==> src/rtl/core/rc6_pkg.sv <==
// rc6_pkg: shared types and constants for the RC6 IR symbol decoder.
// Holds the configuration register bundle, status codes and register indexes.
// No dependencies.
package rc6_pkg;

  localparam int DUR_W     = 15;
  localparam int NUM_REGS  = 6;
  localparam int REG_IDX_W = 3;
  localparam int SKIP_END  = 6;
  localparam int STATUS_W  = 2;
  localparam int ADDR_OUT_W = 8;
  localparam int CMD_OUT_W  = 7;

  typedef enum logic [REG_IDX_W-1:0] {
    REG_LEADER_MARK  = 3'd0,
    REG_LEADER_SPACE = 3'd1,
    REG_LEADER_TOL   = 3'd2,
    REG_MERGED_LIMIT = 3'd3,
    REG_EQUAL_MARGIN = 3'd4,
    REG_MID_LEVEL    = 3'd5
  } reg_idx_t;

  typedef enum logic [STATUS_W-1:0] {
    STATUS_DECODED = 2'd0,
    STATUS_LEADER  = 2'd1,
    STATUS_INVALID = 2'd2
  } status_t;

  localparam logic [DUR_W-1:0] RST_LEADER_MARK  = 15'd2666;
  localparam logic [DUR_W-1:0] RST_LEADER_SPACE = 15'd889;
  localparam logic [DUR_W-1:0] RST_LEADER_TOL   = 15'd200;
  localparam logic [DUR_W-1:0] RST_MERGED_LIMIT = 15'd700;
  localparam logic [DUR_W-1:0] RST_EQUAL_MARGIN = 15'd20;
  localparam logic [DUR_W-1:0] RST_MID_LEVEL    = 15'd460;

  typedef struct packed {
    logic [DUR_W-1:0] leader_mark;
    logic [DUR_W-1:0] leader_space;
    logic [DUR_W-1:0] leader_tol;
    logic [DUR_W-1:0] merged_limit;
    logic [DUR_W-1:0] equal_margin;
    logic [DUR_W-1:0] mid_level;
  } cfg_t;

  typedef struct packed {
    logic leader_ok;
    logic bit_one;
    logic bit_valid;
  } class_t;

endpackage

==> src/rtl/core/rc6_bit_class.sv <==
// rc6_bit_class: classifies one captured symbol against the leader window
// and the merged, near-equal and difference bit rules.
// Depends on rc6_pkg.
module rc6_bit_class (
  input  logic [rc6_pkg::DUR_W-1:0] mark_time,
  input  logic [rc6_pkg::DUR_W-1:0] space_time,
  input  rc6_pkg::cfg_t             cfg,
  output rc6_pkg::class_t           result
);

  logic [rc6_pkg::DUR_W-1:0] mark_dev;
  logic [rc6_pkg::DUR_W-1:0] space_dev;
  logic [rc6_pkg::DUR_W-1:0] half_diff;
  logic                      mark_gt_space;
  logic                      space_gt_mark;
  logic                      near_equal;
  logic                      is_one;
  logic                      is_zero;

  assign mark_dev  = (mark_time > cfg.leader_mark) ? mark_time - cfg.leader_mark
                                                   : cfg.leader_mark - mark_time;
  assign space_dev = (space_time > cfg.leader_space) ? space_time - cfg.leader_space
                                                     : cfg.leader_space - space_time;

  assign mark_gt_space = mark_time > space_time;
  assign space_gt_mark = space_time > mark_time;
  assign half_diff     = mark_gt_space ? mark_time - space_time : space_time - mark_time;
  assign near_equal    = half_diff < cfg.equal_margin;

  always_comb begin
    if (space_time > cfg.merged_limit) begin
      is_one = 1'b1;
    end else if (near_equal) begin
      is_one = mark_time > cfg.mid_level;
    end else begin
      is_one = mark_gt_space;
    end
    if (mark_time > cfg.merged_limit) begin
      is_zero = 1'b1;
    end else if (near_equal) begin
      is_zero = mark_time < cfg.mid_level;
    end else begin
      is_zero = space_gt_mark;
    end
  end

  assign result.leader_ok = (mark_dev <= cfg.leader_tol) && (space_dev <= cfg.leader_tol);
  assign result.bit_one   = is_one;
  assign result.bit_valid = is_one || is_zero;

endmodule

==> src/rtl/core/rc6_ir_symbol_decoder.sv <==
// rc6_ir_symbol_decoder: RC6-style IR frame decoder, one symbol per transaction.
// Depends on rc6_pkg and rc6_bit_class.
//
// Usage:
//   s_* channel carries one captured symbol per transaction: tdata holds
//   mark_time and space_time, tuser flags the first symbol of a capture.
//   m_* channel carries one result per frame: tuser is the status (decoded,
//   leader mismatch, invalid bit), tdata the address and command.
//   cfg_we/cfg_index/cfg_data write the six timing registers; write only
//   while no symbol is in flight.
//   A symbol is registered on acceptance and decoded from the input register;
//   the result of the symbol that completes the frame is registered and shown
//   on m_tvalid. One symbol is accepted every cycle while no result is held
//   back: the single decode stage between the input register and the result
//   register sets that rate. Symbols that produce no result still pass it.
//   If the receiver holds m_tready low with a result waiting, the decode
//   stage stalls and s_tready drops once the input register is full.
//   Reset (rst, synchronous) empties both registers, returns the decoder to
//   waiting for a frame start and restores the register defaults.
module rc6_ir_symbol_decoder #(
  parameter int ADDRESS_BITS = 8,
  parameter int COMMAND_BITS = 7
) (
  input  logic                           clk,
  input  logic                           rst,
  input  logic                           s_tvalid,
  output logic                           s_tready,
  input  logic [31:0]                    s_tdata,   // mark_time, space_time, zero pad
  input  logic                           s_tuser,   // frame_start
  output logic                           m_tvalid,
  input  logic                           m_tready,
  output logic [15:0]                    m_tdata,   // address, command, zero pad
  output logic [rc6_pkg::STATUS_W-1:0]   m_tuser,   // status
  input  logic                           cfg_we,
  input  logic [rc6_pkg::REG_IDX_W-1:0]  cfg_index,
  input  logic [rc6_pkg::DUR_W-1:0]      cfg_data
);

  localparam int ADDR_END = rc6_pkg::SKIP_END + ADDRESS_BITS;
  localparam int CMD_END  = ADDR_END + COMMAND_BITS;
  localparam int POS_W    = $clog2(CMD_END + 1);
  localparam int ADDR_EXT_W = (ADDRESS_BITS > rc6_pkg::ADDR_OUT_W) ? ADDRESS_BITS
                                                                 : rc6_pkg::ADDR_OUT_W;
  localparam int CMD_EXT_W  = (COMMAND_BITS > rc6_pkg::CMD_OUT_W) ? COMMAND_BITS
                                                                : rc6_pkg::CMD_OUT_W;

  rc6_pkg::cfg_t cfg;

  logic                         in_valid;
  logic                         in_start;
  logic [rc6_pkg::DUR_W-1:0]    in_mark;
  logic [rc6_pkg::DUR_W-1:0]    in_space;

  logic [POS_W-1:0]             pos;
  logic [POS_W-1:0]             pos_next;
  logic [POS_W-1:0]             pos_inc;
  logic                         frame_active;
  logic                         frame_active_next;
  logic [ADDRESS_BITS-1:0]      addr_shift;
  logic [ADDRESS_BITS-1:0]      addr_shift_next;
  logic [COMMAND_BITS-1:0]      cmd_shift;
  logic [COMMAND_BITS-1:0]      cmd_shift_next;

  logic                         advance;
  logic                         emit;
  rc6_pkg::status_t             emit_status;
  logic [ADDR_EXT_W-1:0]        addr_ext;
  logic [CMD_EXT_W-1:0]         cmd_ext;

  logic                         out_valid;
  rc6_pkg::status_t             out_status;
  logic [rc6_pkg::ADDR_OUT_W-1:0] out_addr;
  logic [rc6_pkg::CMD_OUT_W-1:0]  out_cmd;

  rc6_pkg::class_t              cls;

  always_ff @(posedge clk) begin
    if (rst) begin
      cfg.leader_mark  <= rc6_pkg::RST_LEADER_MARK;
      cfg.leader_space <= rc6_pkg::RST_LEADER_SPACE;
      cfg.leader_tol   <= rc6_pkg::RST_LEADER_TOL;
      cfg.merged_limit <= rc6_pkg::RST_MERGED_LIMIT;
      cfg.equal_margin <= rc6_pkg::RST_EQUAL_MARGIN;
      cfg.mid_level    <= rc6_pkg::RST_MID_LEVEL;
    end else if (cfg_we) begin
      case (cfg_index)
        rc6_pkg::REG_LEADER_MARK:  cfg.leader_mark  <= cfg_data;
        rc6_pkg::REG_LEADER_SPACE: cfg.leader_space <= cfg_data;
        rc6_pkg::REG_LEADER_TOL:   cfg.leader_tol   <= cfg_data;
        rc6_pkg::REG_MERGED_LIMIT: cfg.merged_limit <= cfg_data;
        rc6_pkg::REG_EQUAL_MARGIN: cfg.equal_margin <= cfg_data;
        rc6_pkg::REG_MID_LEVEL:    cfg.mid_level    <= cfg_data;
        default: ;
      endcase
    end
  end

  assign advance  = in_valid && (!out_valid || m_tready);
  assign s_tready = !in_valid || advance;

  always_ff @(posedge clk) begin
    if (rst) begin
      in_valid <= 1'b0;
    end else if (s_tready) begin
      in_valid <= s_tvalid;
    end
  end

  always_ff @(posedge clk) begin
    if (s_tready && s_tvalid) begin
      in_start <= s_tuser;
      in_mark  <= s_tdata[rc6_pkg::DUR_W-1:0];
      in_space <= s_tdata[2*rc6_pkg::DUR_W-1:rc6_pkg::DUR_W];
    end
  end

  rc6_bit_class u_bit_class (
    .mark_time  (in_mark),
    .space_time (in_space),
    .cfg        (cfg),
    .result     (cls)
  );

  assign pos_inc = pos + POS_W'(1);

  always_comb begin
    pos_next          = pos;
    frame_active_next = frame_active;
    addr_shift_next   = addr_shift;
    cmd_shift_next    = cmd_shift;
    emit              = 1'b0;
    emit_status       = rc6_pkg::STATUS_DECODED;
    if (advance) begin
      if (in_start) begin
        addr_shift_next = '0;
        cmd_shift_next  = '0;
        if (cls.leader_ok) begin
          frame_active_next = 1'b1;
          pos_next          = POS_W'(1);
        end else begin
          emit              = 1'b1;
          emit_status       = rc6_pkg::STATUS_LEADER;
          frame_active_next = 1'b0;
          pos_next          = '0;
        end
      end else if (frame_active) begin
        if (pos < POS_W'(rc6_pkg::SKIP_END)) begin
          pos_next = pos_inc;
        end else if (!cls.bit_valid) begin
          emit              = 1'b1;
          emit_status       = rc6_pkg::STATUS_INVALID;
          frame_active_next = 1'b0;
          pos_next          = '0;
        end else begin
          if (pos < POS_W'(ADDR_END)) begin
            addr_shift_next = (addr_shift << 1) | ADDRESS_BITS'(cls.bit_one);
          end else begin
            cmd_shift_next = (cmd_shift << 1) | COMMAND_BITS'(cls.bit_one);
          end
          pos_next = pos_inc;
          if (pos_inc >= POS_W'(CMD_END)) begin
            emit              = 1'b1;
            frame_active_next = 1'b0;
            pos_next          = '0;
          end
        end
      end
    end
  end

  always_ff @(posedge clk) begin
    if (rst) begin
      pos          <= '0;
      frame_active <= 1'b0;
      addr_shift   <= '0;
      cmd_shift    <= '0;
    end else begin
      pos          <= pos_next;
      frame_active <= frame_active_next;
      addr_shift   <= addr_shift_next;
      cmd_shift    <= cmd_shift_next;
    end
  end

  assign addr_ext = ADDR_EXT_W'(addr_shift_next);
  assign cmd_ext  = CMD_EXT_W'(cmd_shift_next);

  always_ff @(posedge clk) begin
    if (rst) begin
      out_valid <= 1'b0;
    end else if (advance && emit) begin
      out_valid <= 1'b1;
    end else if (m_tready) begin
      out_valid <= 1'b0;
    end
  end

  always_ff @(posedge clk) begin
    if (advance && emit) begin
      out_status <= emit_status;
      if (emit_status == rc6_pkg::STATUS_DECODED) begin
        out_addr <= addr_ext[rc6_pkg::ADDR_OUT_W-1:0];
        out_cmd  <= cmd_ext[rc6_pkg::CMD_OUT_W-1:0];
      end else begin
        out_addr <= '0;
        out_cmd  <= '0;
      end
    end
  end

  assign m_tvalid = out_valid;
  assign m_tuser  = out_status;
  assign m_tdata  = {1'b0, out_cmd, out_addr};

  a_active_pos_range : assert property (@(posedge clk) disable iff (rst)
    frame_active |-> (pos != '0 && pos < POS_W'(CMD_END)))
    else $error("symbol position out of range in active frame");

  a_idle_pos_zero : assert property (@(posedge clk) disable iff (rst)
    !frame_active |-> pos == '0)
    else $error("symbol position not cleared while idle");

  a_fail_clears_data : assert property (@(posedge clk) disable iff (rst)
    (m_tvalid && m_tuser != rc6_pkg::STATUS_DECODED) |-> m_tdata == '0)
    else $error("failed frame carries address or command");

  a_emit_ends_frame : assert property (@(posedge clk) disable iff (rst)
    (advance && emit) |=> !frame_active)
    else $error("frame still active after result");

endmodule
==> config.mk <==
export PLATFORM = sky130hd
export DESIGN_NAME = rc6_ir_symbol_decoder
export DESIGN_NICKNAME = d
export VERILOG_FILES = /design/src/rtl/core/rc6_pkg.sv /design/src/rtl/core/rc6_bit_class.sv /design/src/rtl/core/rc6_ir_symbol_decoder.sv
export SDC_FILE = /design/constraint.sdc
export NUM_CORES = 1
export LEC_CHECK = 0
export BUFFER_PORTS_ARGS = -buffer_cell sky130_fd_sc_hd__buf_2
export CAP_MARGIN = 20
export CELL_PAD_IN_SITES_DETAIL_PLACEMENT = 1
export CELL_PAD_IN_SITES_GLOBAL_PLACEMENT = 1
export CORE_MARGIN = 2
export CORE_UTILIZATION = 43
export DETAILED_ROUTE_END_ITERATION = 8
export HOLD_SLACK_MARGIN = 0.15
export PLACE_DENSITY = 0.82
export SYNTH_ARGS = -nofsm -noshare
export SYNTH_HDL_FRONTEND = slang
export SYNTH_SLANG_ARGS = --single-unit
==> constraint.sdc <==
create_clock -name clk -period 5.99 [get_ports clk]
set_input_delay 1.198 -clock clk [delete_from_list [all_inputs] [get_ports clk]]
set_output_delay 1.198 -clock clk [all_outputs]
set_load 0.1 [all_outputs]
==> metrics, run 1 <==
post-layout minimum cycle time=5.74 ns; global-route wire length before repair=69,900 um; max-slew violations=0; Tcrit/Tclk final=95.8%; # IOs=76; Die X=173 um; largest net degree at the start of global routing=78; largest area contributor in the netlist=dfxtp_1; post-layout util=51.0%; Netlist cell types=83; fraction of registers with async set/reset=0%; Routed WL=45,600 um; startpoint types=register; cts hold-fix bufs=0; Worst Tran Pin Value=0.996 ns; pwr dens=235 nW/um^2; ranking of synthesized cells by area=dfxtp_1 18%, ha_1 18%, edfxtp_1 12%, nand2_1 6.3%, a21oi_1 5.6%; top-count cell post-synth=nand2_1; sequential area share after synthesis=30.1%; vias in the first global route=12,327; CP arrival=5.96 ns; row cnt=61; synthesized instance count=1,476; Netlist Area Pre-Place=12,300 um^2; DRT antenna net count=0; DRT iter0 DRCs=789; PortBufs=72; Setup-failing EPs final=0; WL/cell=23.0 um; Crit path largest cell delay=0.51 ns; fillcell total=3,408; fin cells=1,986; Syn. warnings=0; area delta synth->final=15.9%; Yosys reg bits=161; EDFF count, synth=48; # DRC=0; Pre-Repair DR Iteration Count=5; critical path class=register to register; clock sinks=161; die area=30,000 um^2; syn avg cell area=8.34 um^2; hpwl dp=34,500 um; setup slack at placement=0.0634 ns; Worst Path Required=6.21 ns; Worst Slack Setup Final=0.253 ns; CP max stage cell=edfxtp_1; Synth top cells by count=208 x nand2_1, 179 x ha_1, 139 x inv_1; die height=173 um; Max Cap Violations=0; crit-path most repeated cell=o21ai_0; share of cells above drive strength 1=15.4%; status=complete, no violations; Leak Pwr=0.00620 uW; Hold Fails Final Rpt=0; Setup Skew=0.0110 ns; Worst-path clk slew=0.07 ns; Syn Nets=1,717; # diodes=0; relative slew slack=33.2%; Critical Path Fanout Max=11; Placed Cells=1,949; CTS buffer count=17; initial antenna violation count=1; clock latency on the worst-skew pair=0.46 ns; core area=28,000 um^2; htree depth=4; CP cell instances=ha_1 -> a21o_1 -> a21oi_1 -> a211oi_1 -> buf_4 -> or4_4 -> nand2_2 -> o21ai_0 -> a221oi_2 -> nor2b_1 -> xnor2_1 -> ha_1 -> o21ai_0 -> o21bai_1 -> a21o_1 -> a221oi_1 -> buf_4 -> o21ai_0 -> o211a_2 -> a21oi_2 -> o21ai_2 -> a32o_1; Starting Density=43.9%; Overall Global Routing Usage=30.2%; Post-synth top flop=dfxtp_1; Final TNS setup=0 ns; Final GP Congestion=0.987; Clock Tree Root=clkbuf_16; Power Total=3350 uW; clock tree from TritonCTS=done; Clock Path Buffers=2; fmax=0.174 GHz; Total Nets Final=1,836; Peak VDD IR=0.214 mV; CP endpoint kind=register; worst hold path type=register to register; area fraction of the dominant cell type after synthesis=18.4%; DR vias=11,790; total gr overflow=0; Vias/cell=5.94
worst paths after layout:
| kind | to | slack [ns] | cells after the start | startpoint |
|---|---|---|---|---|
| worst min-delay path | cfg[49] | 0.46 | 2 | cfg[49] |
| worst max register to register | out_addr[4] | 0.25 | 22 | in_space[3] |
| worst min register to register | cfg[49] | 0.46 | 2 | cfg[49] |
| worst max-delay path | out_addr[4] | 0.25 | 22 | in_space[3] |
timing repair:
action / in CTS / in global routing
setup endpoints to repair: 17 / 54
gates cloned: 0 / 1
setup buffers: 0 / 4
pin swaps: 1 / 3
resized for setup: 1 / 30
flip-flops by register name, summed over array words and instances, names as in the netlist:
signal and flops:
in_mark 15, pos 5, out_addr 8, in_space 15
in_start 1, addr_shift 8, out_cmd 7, in_valid 1
cfg 90, m_tuser 2, m_tvalid 1, frame_active 1
cmd_shift 7
metrics by stage:
| stage | hold slack, ns | instance area [um^2] |
|---|---|---|
| after floorplan | 0.434 | 12300 |
| after global placement | 0.443 | 13500 |
| after detailed placement | 0.447 | 13500 |
| after CTS | 0.456 | 14100 |
| after global routing | 0.471 | 14300 |
| final | 0.455 | 14300 |
metal layers:
metal | global-route usage, % | vias to the layer above | wire (um)
met5 | 0 | - | 37
met4 | 13.9 | 6 | 1980
met3 | 6.33 | 109 | 3120
met2 | 49.6 | 363 | 21200
met1 | 38.1 | 5810 | 19300
li1 | - | 5502 | -
placed cells by master, fill, tap and decap left out, types with 16 or more instances in the layout:
cell type,synthesis,final
xnor2_1,18,18
edfxtp_1,48,48
buf_4,3,85
nor2_1,65,64
inv_1,139,139
nor3_1,30,26
a21o_1,51,51
ha_1,179,177
clkbuf_16,0,17
o21ai_0,44,44
xor2_1,19,19
dfxtp_1,113,113
a21oi_1,138,136
buf_2,7,72
nor2b_1,18,18
o211ai_1,42,42
nand4_1,23,23
and3_1,16,16
nand2_1,208,206
nand3_1,30,30
logic make-up (layout without fill, tap and decap cells):
| family | after synthesis | after routing | share of synthesized area [%] |
|---|---|---|---|
| AO/OA/AOI/OAI | 404 | 404 | 21.9 |
| XOR/XNOR | 37 | 37 | 2.63 |
| adder cells (fa/ha/maj) | 185 | 185 | 19.2 |
| buffers and inverters | 199 | 330 | 6.35 |
| flip-flops | 161 | 161 | 30.1 |
| multiplexers | 21 | 21 | 1.78 |
| other | 1 | 1 | 0.0305 |
| AND/OR/NAND/NOR | 468 | 469 | 18.0 |
cell type report:
class                      count  area, um^2  area share (%)
clock buffer                  19         443            3.10
clock inverter                13         119           0.833
inverter                     140         526            3.68
multi-input combinational   1117        7990            56.0
sequential                   161        3700            25.9
tap                          378         473            3.31
timing repair buffer         158        1020            7.14
worst max-delay path, delay by kind of cell, from the launching register on:
kind                       cells  cell delay, ns
AOI/OAI and AO/OA             14            2.85
buffers and inverters          2            0.39
DFF                            1            0.51
and+or+nand+nor                3            0.89
adders and majority gates      2            0.68
xor gates and xnor gates       1            0.18
where the power goes:
part	internal, uW	switching [uW]
clock	558	531
combinational	411	662
sequential	1160	28.5
Note: power is estimated with default switching activity, not from simulation.
==> run 2: changes to the inputs <==
--- a/config.mk
+++ b/config.mk
@@ -5,13 +5,13 @@
 export SDC_FILE = /design/constraint.sdc
 export NUM_CORES = 1
 export LEC_CHECK = 0
-export BUFFER_PORTS_ARGS = -buffer_cell sky130_fd_sc_hd__buf_2
 export CAP_MARGIN = 20
 export CELL_PAD_IN_SITES_DETAIL_PLACEMENT = 1
 export CELL_PAD_IN_SITES_GLOBAL_PLACEMENT = 1
 export CORE_MARGIN = 2
-export CORE_UTILIZATION = 43
+export CORE_UTILIZATION = 45
 export DETAILED_ROUTE_END_ITERATION = 8
+export DONT_BUFFER_PORTS = 1
 export HOLD_SLACK_MARGIN = 0.15
 export PLACE_DENSITY = 0.82
 export SYNTH_ARGS = -nofsm -noshare
==> run 2 against run 1 <==
Against the previous run: total power is 1.4% lower; fmax is 1.6% lower; clock skew rose by 0.0015 ns; via count fell by 2.0%; sequential power grew 5%; core utilization grew 0.23 points; critical endpoint is now out_addr[0]; largest cell class unchanged; largest power group unchanged.
==> metrics, run 2 (synthesis gave the netlist of run 1 again) <==
Power Total=3300 uW (-1.4%); HP Start=cfg[10]; Tcrit/Tclk final=97.3% (+1.5 points); max-slew violations=0 (unchanged); Worst Path Required=6.19 ns (-0.02 ns); startpoint types=register; Overall Global Routing Usage=30.1% (-0.086 points); worst hold path type=register to register; Hold Fails Final Rpt=0 (unchanged); largest net degree at the start of global routing=78 (unchanged); Placed Area=13,000 um^2 (-4.2%); WL/cell=23.4 um (+1.7%); share of cells above drive strength 1=10.7% (-4.7 points); post-layout minimum cycle time=5.83 ns (+0.0913 ns); setup slack at placement=-0.0671 ns (-0.130 ns); hpwl dp=33,400 um (-3.1%); Hold Path Stages=2 (unchanged); row cnt=60 (-1.6%); commonest cells after routing, fill and taps aside=206 x nand2_1, 173 x ha_1, 137 x inv_1; # DRC=0 (unchanged); Setup Skew=0.0125 ns (+0.00155 ns); fmax=0.172 GHz (-1.6%); worst r2r dst=out_addr[0]; cells on worst reg2reg path=22 (unchanged); # IOs=76 (unchanged); Total Nets Final=1,747 (-4.8%); PortBufs=0 (-100%); Vias/cell=6.21 (+4.6%); CP arrival=6.03 ns (+0.07 ns); max reg flops=90 (unchanged); vias in the first global route=11,857 (-3.8%); Starting Density=45.8% (+1.9 points); area delta synth->final=11.7%; CP endpoint kind=register; Clock Path Buffers=2 (unchanged); critical path class=register to register; Setup-failing EPs final=0 (unchanged); die area=28,700 um^2 (-4.3%); biggest regs=cfg x90, in_mark x15, in_space x15; Leak Pwr=0.00586 uW (-5.5%); clock tree from TritonCTS=done; worst reg2reg path startpoint=in_mark[9]; DRT antenna net count=0 (unchanged); die height=169 um (-2.2%); Peak VDD IR=0.177 mV (-17%); total gr overflow=0 (unchanged); global-route wire length before repair=66,100 um (-5.4%); Top reg by flops=cfg; fin area=13,800 um^2 (-3.6%); Worst Tran Pin Value=1.00 ns (+0.00509 ns); core area=26,900 um^2 (-4.1%); Final GP Congestion=0.940 (-4.8%); Pre-Repair DR Iteration Count=5 (unchanged); Critical Path Fanout Max=8 (-3); Routed WL=43,400 um (-4.8%); CTS buffer count=17 (unchanged); reg2reg setup slack=0.16 ns (-0.09 ns); Max Cap Violations=0 (unchanged); status=complete, no violations; pwr dens=240 nW/um^2 (+2.3%); htree depth=4 (unchanged); DRT iter0 DRCs=792 (+0.38%); DR vias=11,554 (-2.0%); Hold Path Sink=cfg[10]; # diodes=0 (unchanged); Clock Tree Root=clkbuf_16; relative slew slack=33.1% (-0.069 points); Worst-path clk slew=0.07 ns (about the same); initial antenna violation count=1 (unchanged); commonest non-fill, non-tap cell in the layout=nand2_1; Die X=169 um (-2.2%); clock latency on the worst-skew pair=0.45 ns (about the same); clock sinks=161 (unchanged); Worst Slack Setup Final=0.162 ns (-0.0913 ns)
run 2: cell types whose count changed in the layout (fill, tap and decap cells not counted), sizes merged:
cell      before  now
clkinv         2    6
buf          158   69
clkbuf        19   21
clkinvlp       4    2
inv          147  142
bufinv         0    1
run 2: worst max path at each step:
stage	start	end	slack, ns	cells past startpoint
floorplan	in_mark[12]	m_tuser[0]	0.25	24
global route	in_mark[9]	out_addr[0]	-0.0001	22
CTS	in_space[14]	out_addr[2]	0.02	22
detailed placement	in_space[14]	out_addr[3]	-0.07	21
finish	in_mark[9]	out_addr[0]	0.16	22
global placement	in_space[14]	out_addr[4]	0.14	21
run 2: layout make-up:
type / count / area (um^2)
clock inverters: 11 / 124
clock buffers: 21 / 470
well taps: 341 / 427
inverters: 140 / 526
repair buffers: 69 / 518
fillers: 3229 / 13100
multi-input cells: 1117 / 7990
flip-flops and latches: 161 / 3700
run 2: metrics by stage:
stage | hold WS (ns) | setup TNS (ns) | instances | util (%)
6_report | 0.450 | 0 | 1860 | 51.2
5_1_grt | 0.465 | -0.000144 | 1860 | 51.2
4_1_cts | 0.450 | 0 | 1853 | 50.6
3_5_place_dp | 0.441 | -1.13 | 1820 | 48.3
3_3_place_gp | 0.436 | 0 | 1820 | 48.3
2_1_floorplan | 0.434 | 0 | 1476 | -
run 2: power by group:
group / switching (uW) / leakage (uW) / internal (uW)
clock: 513 / 0.000286 / 617
sequential: 89.6 / 0.00136 / 1160
combinational: 543 / 0.00422 / 379
run 2: repair_timing:
item,in CTS,in global routing
pin swaps,0,4
gates resized for setup,5,31
buffers inserted,1,5
cloned,0,1
hold buffers,0,0
setup endpoints to repair,33,52
run 2: layer usage:
layer | track usage, % | up-vias | wire length, um
li1 | - | 5320 | -
met1 | 38.3 | 5799 | 18900
met2 | 51.8 | 350 | 20800
met3 | 5.29 | 83 | 2330
met4 | 10.0 | 2 | 1310
met5 | 0 | - | 13
run 2: worst max-delay path: stages, from the launching register on:
cell and delay [ns]:
edfxtp_1 0.53, buf_4 0.20, ha_1 0.22, a21o_1 0.22, a21o_1 0.26, or2_4 0.28, or4_4 0.53, nand2_2 0.16
buf_4 0.16, mux2_2 0.35, nor3_1 0.18, a21oi_1 0.11, xor2_1 0.18, ha_1 0.35, nand2_1 0.07, nor2_1 0.16
a221oi_2 0.09, buf_4 0.17, or2_2 0.29, o211a_2 0.35, or3_1 0.37, a31oi_1 0.25, nor2_1 0.08
